### src/rtl/mdrc_pkg.sv
// Shared types, register indexes and digit correction functions for the rollover corrector.
`timescale 1ns / 1ps

package mdrc_pkg;

	typedef enum logic [1:0] {
		OP_ANALOG  = 2'd0,
		OP_DIGIT   = 2'd1,
		OP_CLASS11 = 2'd2,
		OP_NONE    = 2'd3
	} op_t;

	localparam logic [2:0] CFG_POINTER_TOL        = 3'd0;
	localparam logic [2:0] CFG_PREDECESSOR_AREA   = 3'd1;
	localparam logic [2:0] CFG_DIGIT_BAND         = 3'd2;
	localparam logic [2:0] CFG_FORWARD_AREA       = 3'd3;
	localparam logic [2:0] CFG_DIGIT_UNCERTAINTY  = 3'd4;
	localparam logic [2:0] CFG_SYNC_VALUE         = 3'd5;
	localparam logic [2:0] CFG_EXTENDED_RES       = 3'd6;

	localparam logic [6:0] VALUE_MAX   = 7'd99;
	localparam logic [6:0] CLASS11_MAX = 7'd9;

	typedef struct packed {
		logic [3:0] pointer_tol;
		logic [5:0] predecessor_area;
		logic [2:0] digit_band;
		logic [6:0] forward_area;
		logic [3:0] digit_uncertainty;
		logic [6:0] sync_value;
		logic       extended_resolution;
	} cfg_t;

	typedef struct packed {
		logic [3:0] digit;
		logic       unknown;
		logic       last;
	} res_t;

	// Integer part of a value below 128: multiply by 205 and drop eleven bits.
	function automatic logic [3:0] div10(input logic [6:0] v);
		logic [14:0] p;
		p = {8'd0, v} * 15'd205;
		return p[14:11];
	endfunction

	function automatic logic [3:0] mod10(input logic [6:0] v);
		logic [6:0] t;
		t = v - {div10(v), 3'd0} - {2'd0, div10(v), 1'b0};
		return t[3:0];
	endfunction

	function automatic logic [3:0] wrap_up(input logic [4:0] d);
		return (d >= 5'd10) ? 4'd0 : d[3:0];
	endfunction

	function automatic logic [3:0] wrap_down(input logic [3:0] d);
		return (d == 4'd0) ? 4'd9 : d - 4'd1;
	endfunction

	// Analog pointer: resolve ambiguity near a digit edge using the digit to the right.
	function automatic logic [3:0] eval_analog(input logic [6:0] v, input logic [3:0] pd,
			input logic [3:0] err);
		logic [7:0] hi;
		logic signed [8:0] lo;
		logic [6:0] hi_w;
		logic [6:0] lo_w;
		logic [3:0] hi_d;
		logic [3:0] lo_d;
		logic [3:0] res;
		hi = {1'b0, v} + {4'd0, err};
		hi_w = (hi >= 8'd100) ? 7'(hi - 8'd100) : hi[6:0];
		lo = $signed({2'b00, v}) - $signed({5'd0, err});
		lo_w = (lo < 0) ? 7'(lo + 9'sd100) : lo[6:0];
		hi_d = div10(hi_w);
		lo_d = div10(lo_w);
		res = div10(v);
		if (lo_d != hi_d) begin
			if (pd <= err) begin
				res = hi_d;
			end else if ($signed({1'b0, pd}) >= $signed(5'sd10 - $signed({1'b0, err}))) begin
				res = lo_d;
			end
		end
		return res;
	endfunction

	// Continuous digit that follows an analog pointer.
	function automatic logic [3:0] eval_transition(input logic [6:0] v, input logic [6:0] pv,
			input logic [3:0] pd, input cfg_t cfg);
		logic [3:0] ip;
		logic [3:0] dp;
		logic [3:0] r;
		logic near;
		ip = div10(v);
		dp = mod10(v);
		near = ($signed({1'b0, dp}) >= $signed(5'sd10 - $signed({1'b0, cfg.digit_uncertainty})))
			|| (pd <= 4'd4 && dp >= 4'd6);
		r = ip;
		if (near && dp >= 4'd5) begin
			r = wrap_up({1'b0, ip} + 5'd1);
			if (pd >= 4'd6 && (pv > cfg.sync_value || pv <= 7'd2)) begin
				r = wrap_down(r);
			end
		end
		return r;
	endfunction

	// Continuous digit that follows another digit: band rounding and zero crossing.
	function automatic logic [3:0] eval_digit(input logic [6:0] v, input logic [6:0] pv,
			input logic [3:0] pd, input cfg_t cfg);
		logic [3:0] ip;
		logic [3:0] dp;
		logic [3:0] up;
		logic [3:0] r;
		logic [6:0] pa;
		ip = div10(v);
		dp = mod10(v);
		up = wrap_up({1'b0, ip} + 5'd1);
		pa = {1'b0, cfg.predecessor_area};
		if (pv >= pa && pv <= 7'd100 - pa) begin
			r = ((dp <= {1'b0, cfg.digit_band} || dp >= 4'd10 - {1'b0, cfg.digit_band})
				&& dp >= 4'd5) ? up : ip;
		end else if (pd <= 4'd1) begin
			r = (dp >= 4'd5) ? up : ip;
		end else if ((pv <= cfg.forward_area && pd == div10(pv)) || dp >= 4'd4) begin
			r = ip;
		end else begin
			r = wrap_down(ip);
		end
		return r;
	endfunction

endpackage

### src/rtl/meter_digit_rollover_correction.sv
// Meter digit rollover corrector: input register, correction logic and a two-entry result queue.
//
//  channel | handshake            | payload
//  --------+----------------------+------------------------------------------
//  in      | in_valid / in_ready  | opcode, value, rejected, start_of_number
//  out     | out_valid / out_ready| digit, unknown, last
//  cfg     | cfg_valid / cfg_ready| cfg_index, cfg_data
//
// An accepted beat is registered in the input register, corrected from there and written
// into the result queue, whose head offers its first result.
// One beat per cycle is sustained while out_ready stays high and each yields one result;
// a beat that yields two results (first position with extended resolution) pushes both.
// The queue holds two results; the input register stalls while they do not fit.
// Reset restores the register defaults and clears the position history.
`timescale 1ns / 1ps

module meter_digit_rollover_correction import mdrc_pkg::*; (
	input  logic       clk,
	input  logic       arst_n,
	input  logic       in_valid,
	output logic       in_ready,
	input  logic [1:0] opcode,
	input  logic [6:0] value,
	input  logic       rejected,
	input  logic       start_of_number,
	output logic       out_valid,
	input  logic       out_ready,
	output logic [3:0] digit,
	output logic       unknown,
	output logic       last,
	input  logic       cfg_valid,
	output logic       cfg_ready,
	input  logic [2:0] cfg_index,
	input  logic [6:0] cfg_data
);

	cfg_t cfg_q;

	logic       valid_s1;
	logic [1:0] opcode_s1;
	logic [6:0] value_s1;
	logic       rejected_s1;
	logic       start_s1;

	logic [6:0] prev_value_q;
	logic [3:0] prev_digit_q;
	logic       prev_valid_q;
	logic       prev_analog_q;

	res_t       res_q [2];
	logic [1:0] cnt_q;

	logic [6:0] v;
	logic [3:0] ip;
	logic [3:0] dp;
	logic       have;
	logic       ext_start;
	logic [3:0] r;
	res_t       r0;
	res_t       r1;
	logic [1:0] n_res;
	logic [6:0] nx_value;
	logic [3:0] nx_digit;
	logic       nx_valid;
	logic       nx_analog;

	logic       pop;
	logic       s1_move;
	logic [1:0] cnt_pop;
	logic [1:0] push_n;
	logic [2:0] room;

	assign cfg_ready = 1'b1;

	always_ff @(posedge clk or negedge arst_n) begin
		if (!arst_n) begin
			cfg_q.pointer_tol         <= 4'd3;
			cfg_q.predecessor_area    <= 6'd7;
			cfg_q.digit_band          <= 3'd3;
			cfg_q.forward_area        <= 7'd97;
			cfg_q.digit_uncertainty   <= 4'd2;
			cfg_q.sync_value          <= 7'd92;
			cfg_q.extended_resolution <= 1'b0;
		end else if (cfg_valid) begin
			unique case (cfg_index)
				CFG_POINTER_TOL:       cfg_q.pointer_tol         <= cfg_data[3:0];
				CFG_PREDECESSOR_AREA:  cfg_q.predecessor_area    <= cfg_data[5:0];
				CFG_DIGIT_BAND:        cfg_q.digit_band          <= cfg_data[2:0];
				CFG_FORWARD_AREA:      cfg_q.forward_area        <= cfg_data;
				CFG_DIGIT_UNCERTAINTY: cfg_q.digit_uncertainty   <= cfg_data[3:0];
				CFG_SYNC_VALUE:        cfg_q.sync_value          <= cfg_data;
				CFG_EXTENDED_RES:      cfg_q.extended_resolution <= cfg_data[0];
				default: begin
				end
			endcase
		end
	end

	assign pop       = out_valid && out_ready;
	assign room      = 3'd2 - {1'b0, cnt_q} + {2'd0, pop};
	assign s1_move   = valid_s1 && ({1'b0, n_res} <= room);
	assign in_ready  = !valid_s1 || s1_move;
	assign cnt_pop   = cnt_q - {1'b0, pop};
	assign push_n    = s1_move ? n_res : 2'd0;

	always_ff @(posedge clk or negedge arst_n) begin
		if (!arst_n) begin
			valid_s1 <= 1'b0;
		end else if (in_ready) begin
			valid_s1 <= in_valid;
		end
	end

	always_ff @(posedge clk) begin
		if (in_ready) begin
			opcode_s1   <= opcode;
			value_s1    <= value;
			rejected_s1 <= rejected;
			start_s1    <= start_of_number;
		end
	end

	// Correction of the registered position against the history of the previous one.
	always_comb begin
		v         = (value_s1 > VALUE_MAX) ? VALUE_MAX : value_s1;
		ip        = div10(v);
		dp        = mod10(v);
		have      = prev_valid_q && !start_s1;
		ext_start = start_s1 && cfg_q.extended_resolution;
		r         = ip;
		r0        = '0;
		r1        = '0;
		n_res     = 2'd0;
		nx_value  = prev_value_q;
		nx_digit  = prev_digit_q;
		nx_valid  = prev_valid_q && !start_s1;
		nx_analog = prev_analog_q && !start_s1;
		unique case (op_t'(opcode_s1))
			OP_ANALOG: begin
				r         = have ? eval_analog(v, prev_digit_q, cfg_q.pointer_tol) : ip;
				nx_value  = v;
				nx_digit  = r;
				nx_valid  = 1'b1;
				nx_analog = 1'b1;
				if (ext_start) begin
					r0    = '{digit: dp, unknown: 1'b0, last: 1'b0};
					r1    = '{digit: r, unknown: 1'b0, last: 1'b1};
					n_res = 2'd2;
				end else begin
					r0    = '{digit: r, unknown: 1'b0, last: 1'b1};
					n_res = 2'd1;
				end
			end
			OP_DIGIT: begin
				nx_value  = v;
				nx_analog = 1'b0;
				if (rejected_s1) begin
					nx_valid = 1'b0;
					if (ext_start) begin
						r0    = '{digit: 4'd0, unknown: 1'b1, last: 1'b0};
						r1    = '{digit: 4'd0, unknown: 1'b1, last: 1'b1};
						n_res = 2'd2;
					end else begin
						r0    = '{digit: 4'd0, unknown: 1'b1, last: 1'b1};
						n_res = 2'd1;
					end
				end else if (ext_start) begin
					r0       = '{digit: dp, unknown: 1'b0, last: 1'b0};
					r1       = '{digit: ip, unknown: 1'b0, last: 1'b1};
					n_res    = 2'd2;
					nx_digit = ip;
					nx_valid = 1'b1;
				end else begin
					if (!have) begin
						r = ip;
					end else if (prev_analog_q) begin
						r = eval_transition(v, prev_value_q, prev_digit_q, cfg_q);
					end else begin
						r = eval_digit(v, prev_value_q, prev_digit_q, cfg_q);
					end
					r0       = '{digit: r, unknown: 1'b0, last: 1'b1};
					n_res    = 2'd1;
					nx_digit = r;
					nx_valid = 1'b1;
				end
			end
			OP_CLASS11: begin
				nx_value  = value_s1;
				nx_analog = 1'b0;
				n_res     = 2'd1;
				if (value_s1 > CLASS11_MAX) begin
					r0       = '{digit: 4'd0, unknown: 1'b1, last: 1'b1};
					nx_valid = 1'b0;
				end else begin
					r0       = '{digit: value_s1[3:0], unknown: 1'b0, last: 1'b1};
					nx_digit = value_s1[3:0];
					nx_valid = 1'b1;
				end
			end
			OP_NONE: begin
				// No result and the history is left as it was.
				nx_valid  = prev_valid_q;
				nx_analog = prev_analog_q;
			end
			default: begin
			end
		endcase
	end

	always_ff @(posedge clk or negedge arst_n) begin
		if (!arst_n) begin
			prev_value_q  <= '0;
			prev_digit_q  <= '0;
			prev_valid_q  <= 1'b0;
			prev_analog_q <= 1'b0;
		end else if (s1_move) begin
			prev_value_q  <= nx_value;
			prev_digit_q  <= nx_digit;
			prev_valid_q  <= nx_valid;
			prev_analog_q <= nx_analog;
		end
	end

	// Result queue: slot 0 is the head on the output ports.
	always_ff @(posedge clk or negedge arst_n) begin
		if (!arst_n) begin
			cnt_q <= 2'd0;
		end else begin
			cnt_q <= cnt_pop + push_n;
		end
	end

	always_ff @(posedge clk) begin
		if (cnt_pop != 2'd0) begin
			res_q[0] <= pop ? res_q[1] : res_q[0];
		end else begin
			res_q[0] <= r0;
		end
		if (cnt_pop == 2'd2) begin
			res_q[1] <= res_q[1];
		end else if (cnt_pop == 2'd1) begin
			res_q[1] <= r0;
		end else begin
			res_q[1] <= r1;
		end
	end

	assign out_valid = (cnt_q != 2'd0);
	assign digit     = res_q[0].digit;
	assign unknown   = res_q[0].unknown;
	assign last      = res_q[0].last;

	a_cnt_bound: assert property (@(posedge clk) disable iff (!arst_n)
		cnt_q != 2'd3)
		else $error("result queue holds more than two beats");

	a_unknown_zero: assert property (@(posedge clk) disable iff (!arst_n)
		out_valid && unknown |-> digit == 4'd0)
		else $error("unknown result carries a nonzero digit");

	a_digit_range: assert property (@(posedge clk) disable iff (!arst_n)
		out_valid |-> digit <= 4'd9)
		else $error("result digit above nine");

	a_pair_order: assert property (@(posedge clk) disable iff (!arst_n)
		cnt_q == 2'd2 && !res_q[0].last |-> res_q[1].last)
		else $error("tenths beat not followed by its integer beat");

	a_stall_only_full: assert property (@(posedge clk) disable iff (!arst_n)
		!in_ready |-> valid_s1 && cnt_q != 2'd0)
		else $error("input stalled while the result queue is empty");

endmodule
### config.mk
export PLATFORM = sky130hd
export DESIGN_NAME = meter_digit_rollover_correction
export DESIGN_NICKNAME = d
export VERILOG_FILES = /design/src/rtl/mdrc_pkg.sv /design/src/rtl/meter_digit_rollover_correction.sv
export SDC_FILE = /design/constraint.sdc
export NUM_CORES = 1
export LEC_CHECK = 0
export BUFFER_PORTS_ARGS = -buffer_cell sky130_fd_sc_hd__buf_2
export CORE_UTILIZATION = 56
export DETAILED_ROUTE_END_ITERATION = 16
export HOLD_SLACK_MARGIN = 0.08
export PLACE_DENSITY = 0.73
export SYNTH_ARGS = -nofsm -noshare
export SYNTH_HDL_FRONTEND = slang
export SYNTH_SLANG_ARGS = --single-unit
### constraint.sdc
create_clock -name clk -period 10.75 [get_ports clk]
set_input_delay 1.075 -clock clk [delete_from_list [all_inputs] [get_ports clk]]
set_output_delay 1.075 -clock clk [all_outputs]
set_load 0.03 [all_outputs]
After elaboration in Yosys (flattened, before gate mapping). Memory sizes are Yosys's and may differ from the RTL's. Cells that the tools add are included.

Bits in writable memories: 12. Word-level logic and storage cells: 174. Flip-flop bits (word level): 59. Input port bits: 26. Memories kept: 1.

Memory list: res_q (words 2, width 6, rd ports 2, clocked after memory_dff 0, wr ports 2, RTL line meter_digit_rollover_correction.sv:50) `res_t res_q [2];`.

Order comparisons: 22. Add/subtract/negate cells: 17. Mux-type cells: 57. Multipliers: 4. Equal/unequal tests: 15. Bitwise operators: 4. Reduce and logical (&&, ||, !) cells: 37.

Operators by type and width (number): 2-to-1 mux 4 bit (19); 2-to-1 mux 6 bit (11); multiplier 7 x 8 -> 15 bit (second input constant) (4); 2-to-1 mux 7 bit (3); one-hot mux 6 bit (3 select lines) (1); AND reduction 2 bit (9); greater-or-equal comparator 4 x 3 -> 1 bit (second input constant) (4); less-or-equal comparator 7 bit (2); 2-to-1 mux 1 bit (14); one-hot mux 7 bit (2 select lines) (1); one-hot mux 4 bit (3 select lines) (1); one-hot mux 6 bit (2 select lines) (1); greater-or-equal comparator 5 bit (2); logical AND 1 bit (10); subtractor 4 x 4 -> 5 bit (first input constant) (2); equality test 3 bit (second input constant) (3); adder 7 x 4 -> 8 bit (1); greater-or-equal comparator 8 x 7 -> 1 bit (second input constant) (1); zero test 4 bit (2); < comparator 8 x 1 -> 1 bit (second input constant) (1); subtractor 4 x 1 -> 4 bit (second input constant) (2); subtractor 4 bit (2); subtractor 7 x 4 -> 8 bit (1); adder 7 x 6 -> 7 bit (second input constant) (1); other kinds (41) (58).

Longest topological paths before layout. Gate-level depths: netlist (run 1).

Word-level depth: 17. Mapped depth: 37. Mapped depth without buffers: 36.

Worst setup path after synthesis (run 1). Ideal clock, no wire load.

Path type: register to register. Start: register value_s1[4]. End: memory res_q[1][2] in the netlist's numbering (data pin). Stages on the path, launching flop included: 35. Clock period less this slack: 8606 ps. Data arrival time: 8337 ps. Library setup time: 269 ps. Path buffers: 0. Slack: 2144 ps. Required time: 10481 ps. Cell sequence: edfxtp_1 -> o311a_2 -> nor2_1 -> inv_1 -> ha_1 -> or3b_2 -> and4_1 -> nor2_1 -> ha_1 -> nand3b_1 -> a31oi_1 -> a211oi_1 -> nor3_2 -> nand2_1 -> xnor2_1 -> inv_1 -> ha_1 -> ha_1 -> fa_1 -> inv_1 -> fa_1 -> inv_1 -> ha_1 -> nand4_1 -> nor2_1 -> a211o_1 -> a211oi_1 -> nor2_1 -> a211oi_1 -> xnor2_2 -> xor2_1 -> a31o_2 -> a22o_1 -> a2111oi_2 -> o22ai_1.

RTL lines: start, declared (RTL line meter_digit_rollover_correction.sv:41) `logic [6:0] value_s1;`; start signal, assigned (RTL line meter_digit_rollover_correction.sv:117) `value_s1 <= value;`; end, declared (RTL line meter_digit_rollover_correction.sv:50).

==> qor.yml, run 1 <==
timing:
  period_share_pct: 85.4
  setup_violations: 0
  worst_slew_pin_slew_ps: 1020
  fmax_mhz: 109
  fin_tns_setup_ps: 0
  hold_viol_final: 0
  relSlewSlack_pct: 32.2
  rsz0062_at_grt: "false"
  skew_ps: 9.88
  slew_violations: 0
  min_period_ps: 9180
worst_hold_path:
  hold_path_depth: 1
  hold_start: "cfg_q[15]"
  min_to: "cfg_q[15]"
  hp-class: "reg -> reg"
global_routing:
  grt_usage_pct: 27.6
  grt_pass1_vias: 8034
  grt_pass1_wl_um: 39700
  grt_start_max_net_pins: 49
  antenna_found_initial: 0
  gr-total-overflow: 0
routing:
  dr.pass1.iters: 5
  drcViolationCount: 0
  via_per_inst: 6.09
  num_vias: 8365
  wirelength_um: 24200
  ant_nets: 0
  wl_per_cell_um: 17.6
  drt_first_iter_violations: 644
clock_tree:
  cts_made_buffers: 9
  cts_hold_buf: 0
  cts_htree_levels: 3
  cts_max_path_buffers: 2
  cts_setup_buffers: 0
  clock-sinks: 71
  cts_tree: "yes"
  worstSkewPairLatency_ps: 350
  cts-root-buf: "clkbuf_16"
  path_clk_slew_ps: 70
  post_cts_resized: 0
synth:
  synthCells: 1116
  synth_fp_nets: 1388
  ys_types: 91
  syn_avg_cell_area_sq_um: 8.98
  syn-cell-area_sq_mm: 0.0100
  async_reset_ff_share_pct: 67.6
  synth-seq-cells: 71
  synth_edf_count: 23
  synth-main-ff-cell: "dfrtp_1"
  yosys_warnings: 0
  ys_seq_area_share_pct: 19.1
cells_and_area:
  syn2layout_area_growth_pct: 6.74
  finalNetCount: 1415
  final_cell_mix: "ha_1 (212), inv_1 (145), nand2_1 (71)"
  num_antenna_cells: 0
  drive_above_1_share_pct: 11.8
  layout_commonest_cell: "ha_1"
worst_setup_path:
  reg2reg_to: "res_q[1][2]"
  worstPathMaxFanout: 15
  r2r_cells: 34
  slowest_delay_ps: 600
  reg2reg_from: "value_s1[4]"
  cp.required_ps: 10840
  slowest_stage: "edfxtp_1"
  r2r_slack_ps: 1570
  cp_common_cell: "ha_1"
  start_kind: "register"
  endpoint_kind: "register"
  critical_path_class: "reg -> reg"
  crit_arrival_ps: 9270
place:
  gp_congestion: 0.924
  dp_hpwl_um: 19600
  io_buffers: 33
floorplan:
  row_count: 48
  die_area_sq_mm: 0.0184
  die_w_um: 136
  fp.dieH_um: 136
  initial_core_util_pct: 57.6
  ios: 35
  core_sq_mm: 0.0174
flow_run:
  maxCapViolations: 0
run_status:
  status: "finished, final reports clean"
## routing by layer
metal | share of wire [%] | track usage (%) | vias up
met5 | 0 | 0 | -
met4 | 2.5 | 9.11 | 0
met3 | 5.5 | 3.70 | 44
met2 | 45 | 43.7 | 245
met1 | 47 | 38.7 | 3983
li1 | - | - | 4093
## state kept, by name (all words and copies together) (netlist names)
register and count:
prev_value_q 7, start_s1 1, opcode_s1 2, res_q 12, cnt_q 2, rejected_s1 1, prev_analog_q 1, valid_s1 1
prev_valid_q 1, prev_digit_q 4, value_s1 7, cfg_q 32
## final cells by class
type | instances | area, sq um
Inverter | 146 | 548
Clock buffer | 9 | 225
Fill cell | 1523 | 6720
Multi-Input combinational cell | 877 | 7470
Tap cell | 225 | 282
Sequential cell | 71 | 1910
Clock inverter | 7 | 62.6
Timing Repair Buffer | 38 | 203
## stage by stage
| stage | setup WS [ps] | hold WS [ps] | util [%] | cells | instance area, sq um |
|---|---|---|---|---|---|
| final | 1570 | 504 | 61.4 | 1373 | 10700 |
| after detailed placement | 1670 | 496 | 59.8 | 1357 | 10400 |
| after CTS | 1630 | 511 | 61.4 | 1373 | 10700 |
| after global placement | 1930 | 480 | 59.8 | 1357 | 10400 |
| after floorplan | 2140 | 462 | - | 1116 | 10000 |
| after global routing | 928 | 535 | 61.4 | 1373 | 10700 |
## critical path: cells and delay by family (launching register included)
family / cells / cell delay (ps)
flip-flops: 1 / 600
AO/OA/AOI/OAI: 10 / 2880
buffers and inverters: 4 / 340
AND/OR/NAND/NOR: 10 / 1940
XOR/XNOR: 3 / 760
adder cells (fa/ha/maj): 7 / 2380
## cells by family (layout without fill, tap and decap cells)
kind of cell             after synthesis  after routing  share of synthesized area (%)
other                                  1              1                         0.0374
AO/OA/AOI/OAI                        271            271                           18.6
multiplexers                          33             33                           3.68
flip-flops                            71             71                           19.1
AND/OR/NAND/NOR                      278            278                           14.3
buffers and inverters                168            200                           6.43
XOR/XNOR                              48             48                           4.63
adder cells (fa/ha/maj)              246            246                           33.3
## worst max path at each step
stage / slack (ps) / cells after the start / start / to
finish: 1570 / 34 / value_s1[4] / res_q[1][2]
global route: 930 / 34 / value_s1[4] / res_q[1][3]
detailed placement: 1670 / 34 / value_s1[4] / res_q[1][2]
floorplan: 2140 / 34 / value_s1[4] / res_q[1][2]
CTS: 1630 / 34 / value_s1[4] / res_q[1][2]
global placement: 1930 / 34 / value_s1[4] / res_q[1][2]
## synthesized netlist by cell type, drive strengths merged (5+ instances only)
| cell type | count | area, sq um |
|---|---|---|
| a2111oi | 5 | 75.1 |
| a211oi | 17 | 133 |
| a21o | 10 | 75.1 |
| a21oi | 54 | 270 |
| a22oi | 8 | 60.1 |
| a31o | 6 | 52.6 |
| a31oi | 13 | 96.3 |
| and2 | 7 | 45.1 |
| and3 | 12 | 75.1 |
| buf | 5 | 32.5 |
| clkbuf | 17 | 63.8 |
| dfrtp | 33 | 826 |
| dfstp | 15 | 394 |
| edfxtp | 23 | 691 |
| fa | 34 | 681 |
| ha | 212 | 2650 |
| inv | 145 | 544 |
| mux2 | 28 | 315 |
| mux2i | 5 | 53.8 |
| nand2 | 72 | 273 |
| nand2b | 20 | 125 |
| nand3 | 26 | 130 |
| nand3b | 5 | 37.5 |
| nand4 | 10 | 62.6 |
| nor2 | 52 | 195 |
| nor2b | 14 | 87.6 |
| nor3 | 22 | 120 |
| nor3b | 5 | 37.5 |
| nor4 | 5 | 31.3 |
| o211ai | 8 | 60.1 |
| o21a | 12 | 90.1 |
| o21ai | 64 | 320 |
| o22ai | 18 | 113 |
| o31ai | 8 | 60.1 |
| or2 | 10 | 62.6 |
| xnor2 | 32 | 295 |
| xor2 | 14 | 123 |
Power of run 1 is not shown: default switching activity piles up to over one toggle a cycle in this logic, so the estimate is an artifact.
==> run 2: changes to the inputs <==
Settings changed: CORE_MARGIN set to 10.
==> qor.yml, run 2 (synthesis gave the netlist of run 1 again) <==
cells_and_area:
  largest_reg_flops: 32  # unchanged
  top_register: "cfg_q"
  num_antenna_cells: 0  # unchanged
  reg_top3: "cfg_q: 32 flops, res_q: 12 flops"
  final_cell_mix: "ha_1 (212), inv_1 (145), nand2_1 (71)"
  drive_above_1_share_pct: 11.8  # unchanged
  finalNetCount: 1415  # unchanged
  syn2layout_area_growth_pct: 7.13
  layout_commonest_cell: "ha_1"
clock_tree:
  cts_hold_buf: 0  # unchanged
  cts_max_path_buffers: 2  # unchanged
  cts_setup_buffers: 0  # unchanged
  cts_made_buffers: 9  # unchanged
  cts_tree: "yes"
  post_cts_resized: 0  # unchanged
  cts_htree_levels: 3  # unchanged
  clock-sinks: 71  # unchanged
  worstSkewPairLatency_ps: 340  # about the same
  cts-root-buf: "clkbuf_16"
  path_clk_slew_ps: 60  # about the same
worst_hold_path:
  hp-class: "reg -> reg"
global_routing:
  grt_start_max_net_pins: 49  # unchanged
  gr-total-overflow: 0  # unchanged
  grt_usage_pct: 20.4  # -7.3 points
  grt_pass1_vias: 8257  # +2.8%
  antenna_found_initial: 0  # unchanged
  grt_pass1_wl_um: 40600  # +2.2%
floorplan:
  core_sq_mm: 0.0174  # unchanged
  die_w_um: 154  # +13%
  ios: 35  # unchanged
  initial_core_util_pct: 57.6  # unchanged
  row_count: 48  # unchanged
  die_area_sq_mm: 0.0237  # +28%
  fp.dieH_um: 154  # +13%
worst_setup_path:
  start_kind: "register"
  slowest_delay_ps: 600  # about the same
  crit_arrival_ps: 9280  # about the same
  critical_path_class: "reg -> reg"
  slowest_stage: "edfxtp_1"
  cp.required_ps: 10820  # -20 ps
  endpoint_kind: "register"
  cp_common_cell: "ha_1"
  worstPathMaxFanout: 15  # unchanged
routing:
  drcViolationCount: 0  # unchanged
  dr.pass1.iters: 5  # unchanged
  wirelength_um: 24500  # +1.0%
  drt_first_iter_violations: 508  # -21%
  wl_per_cell_um: 17.8  # +1.0%
  via_per_inst: 6.10  # +0.16%
  num_vias: 8378  # +0.16%
  ant_nets: 0  # unchanged
flow_run:
  maxCapViolations: 0  # unchanged
place:
  io_buffers: 33  # unchanged
  gp_congestion: 0.960  # +3.8%
  dp_hpwl_um: 19700  # +0.62%
timing:
  slew_violations: 0  # unchanged
  min_period_ps: 9210  # +26.9 ps
  setup_violations: 0  # unchanged
  fmax_mhz: 109  # -0.29%
  period_share_pct: 85.7  # +0.25 points
  skew_ps: 5.93  # -3.96 ps
  relSlewSlack_pct: 38.0  # +5.8 points
  worst_slew_pin_slew_ps: 928  # -87.2 ps
  fin_tns_setup_ps: 0  # unchanged
  hold_ws_ps: 508  # +4.12 ps
  hold_viol_final: 0  # unchanged
  rsz0062_at_grt: "false"
run_status:
  status: "finished, final reports clean"
## run 2: path summary, 6_finish.rpt
check,startpoint,endpoint,slack [ps],cells past startpoint
setup / recovery,value_s1[4],res_q[1][2],1540,35
max in group asynchronous,arst_n,cfg_q[31],9470,2
hold reg to reg,cfg_q[6],cfg_q[6],510,1
min in group asynchronous,arst_n,cfg_q[26],850,2
hold / removal,cfg_q[6],cfg_q[6],510,1
setup reg to reg,value_s1[4],res_q[1][2],1540,35
## run 2: routing by layer
layer,vias up,wire length (um),GRT usage [%]
li1,4075,-,-
met1,3982,11100,27.1
met2,276,11400,33.9
met3,45,1600,3.24
met4,0,416,4.45
met5,-,0,0
## run 2: cell type report
class / instances / area [sq um]
multi-input cells: 877 / 7470
fillers: 1568 / 6680
flip-flops and latches: 71 / 1910
inverters: 146 / 548
well taps: 225 / 282
clock buffers: 12 / 278
repair buffers: 38 / 203
clock inverters: 4 / 48.8
## run 2: critical path: cells and delay by family (launching register included)
kind | cells | cell delay [ps]
compound gates | 10 | 2860
fa+ha+maj | 7 | 2400
simple gates | 10 | 1820
xor+xnor | 3 | 770
flops | 1 | 600
buf+inv | 5 | 510
## run 2: through the flow
stage / setup slack, ps / utilization [%] / std cells / area, sq um
2_1_floorplan: 2140 / - / 1116 / 10000
3_3_place_gp: 1810 / 59.8 / 1357 / 10400
3_5_place_dp: 1620 / 59.8 / 1357 / 10400
4_1_cts: 1560 / 61.7 / 1373 / 10700
5_1_grt: 910 / 61.7 / 1373 / 10700
6_report: 1540 / 61.7 / 1373 / 10700
Power of run 2 is left out for the same reason.
==> run 3: changes to the inputs <==
Settings changed: CELL_PAD_IN_SITES_DETAIL_PLACEMENT set to 2, CELL_PAD_IN_SITES_GLOBAL_PLACEMENT set to 2, CORE_MARGIN 10 to unset, CORE_UTILIZATION 56 to 41, PLACE_DENSITY 0.73 to unset, PLACE_DENSITY_LB_ADDON set to 0.1.
==> qor.yml, run 3 (synthesis gave the netlist of run 1 again) <==
run_status:
  status: "finished, final reports clean"
global_routing:
  grt_start_max_net_pins: 49  # unchanged
  gr-total-overflow: 0  # unchanged
  grt_pass1_vias: 9468  # +15%
  grt_pass1_wl_um: 51500  # +27%
  grt_usage_pct: 26.9  # +6.5 points
  antenna_found_initial: 0  # unchanged
cells_and_area:
  final_cell_mix: "ha_1 (212), inv_1 (145), nand2_1 (71)"
  regArea_sq_mm: 0.00191  # unchanged
  layout_commonest_cell: "ha_1"
  num_antenna_cells: 0  # unchanged
  fillers: 2642  # +68%
  fin_util_pct: 45.8  # -16 points
  drive_above_1_share_pct: 11.8  # +0.077 points
  multiInputGateArea_sq_mm: 0.00747  # unchanged
  reg_top3: "cfg_q: 32 flops, res_q: 12 flops"
  largest_reg_flops: 32  # unchanged
  top_register: "cfg_q"
  finalNetCount: 1416  # +0.071%
  design_area_sq_mm: 0.0109  # +1.2%
  syn2layout_area_growth_pct: 8.43
clock_tree:
  path_clk_slew_ps: 60  # about the same
  cts_max_path_buffers: 2  # unchanged
  cts_htree_levels: 3  # unchanged
  cts_hold_buf: 0  # unchanged
  worstSkewPairLatency_ps: 350  # about the same
  cts-root-buf: "clkbuf_16"
  cts_made_buffers: 9  # unchanged
  clock-sinks: 71  # unchanged
  post_cts_resized: 0  # unchanged
  cts_tree: "yes"
  cts_setup_buffers: 0  # unchanged
routing:
  ant_nets: 0  # unchanged
  wirelength_um: 32300  # +32%
  met2_length_um: 15900  # +39%
  dr.pass1.iters: 5  # unchanged
  drcViolationCount: 0  # unchanged
  via_per_inst: 5.90  # -3.4%
  wl_per_cell_um: 22.0  # +24%
  wl_met3_um: 1080  # -33%
  num_vias: 8654  # +3.3%
  top_layer: "met4"
  drt_first_iter_violations: 360  # -29%
  wl_met1_um: 14900  # +35%
floorplan:
  fp.dieH_um: 158  # +3.0%
  ios: 35  # unchanged
  die_area_sq_mm: 0.0251  # +6.0%
  core_sq_mm: 0.0238  # +36%
  initial_core_util_pct: 42.2  # -15 points
  die_w_um: 158  # +3.0%
  row_count: 56  # +17%
worst_setup_path:
  slowest_delay_ps: 600  # about the same
  r2r_cells: 35  # unchanged
  reg2reg_to: "res_q[1][2]"
  start_kind: "register"
  crit_arrival_ps: 9570  # +290 ps
  slowest_stage: "edfxtp_1"
  cp.required_ps: 10830  # about the same
  critical_path_class: "reg -> reg"
  endpoint_kind: "register"
  r2r_slack_ps: 1260  # -280 ps
  reg2reg_from: "value_s1[4]"
  worstPathMaxFanout: 15  # unchanged
  cp_common_cell: "ha_1"
timing:
  setup_violations: 0  # unchanged
  fin_tns_setup_ps: 0  # unchanged
  relSlewSlack_pct: 22.1  # -16 points
  slew_violations: 0  # unchanged
  period_share_pct: 88.3  # +2.6 points
  min_period_ps: 9490  # +283 ps
  hold_viol_final: 0  # unchanged
  worst_slew_pin_slew_ps: 1170  # +238 ps
  skew_ps: 10.1  # +4.21 ps
  fmax_mhz: 105  # -3.0%
  rsz0062_at_grt: "false"
place:
  io_buffers: 33  # unchanged
  dp_hpwl_um: 26600  # +35%
  place_area_sq_mm: 0.0105  # +1.2%
  gp_congestion: 0.877  # -8.6%
worst_hold_path:
  hp-class: "reg -> reg"
  hold_path_depth: 1  # unchanged
  min_to: "cfg_q[6]"
  hold_start: "cfg_q[6]"
flow_run:
  maxCapViolations: 0  # unchanged
## run 3: area by class of cell
class	instances	share of cell area, %
Timing Repair Buffer	39	1.93
Inverter	146	5.04
Clock inverter	6	0.852
Multi-Input combinational cell	877	68.7
Sequential cell	71	17.6
Tap cell	319	3.67
Clock buffer	10	2.20
## run 3: worst max-delay path by stage
stage,start,to,slack [ps],depth (start not counted)
2_1_floorplan,value_s1[4],res_q[1][2],2140,34
4_1_cts,value_s1[4],res_q[1][2],1250,35
3_5_place_dp,value_s1[4],res_q[1][2],1290,36
5_1_grt,value_s1[4],res_q[1][2],610,35
6_report,value_s1[4],res_q[1][2],1260,35
3_3_place_gp,value_s1[4],res_q[1][2],1590,35
## run 3: worst max-delay path: cells and delay by family, from the launching register on
kind | cells | cell delay (ps)
compound gates | 10 | 2980
xor+xnor | 3 | 800
fa+ha+maj | 7 | 2440
buf+inv | 5 | 500
flops | 1 | 600
simple gates | 10 | 1900
## run 3: routing by layer
metal	up-vias	track usage [%]
met4	0	6.00
met5	-	0
met1	4375	34.6
met2	157	47.6
met3	43	3.32
li1	4079	-
## run 3: stage by stage
stage,hold slack [ps],std cells,setup slack [ps]
2_1_floorplan,462,1116,2140
3_5_place_dp,500,1452,1290
3_3_place_gp,482,1452,1590
5_1_grt,543,1468,610
6_report,510,1468,1260
4_1_cts,516,1468,1250
Power of run 3 is left out for the same reason.
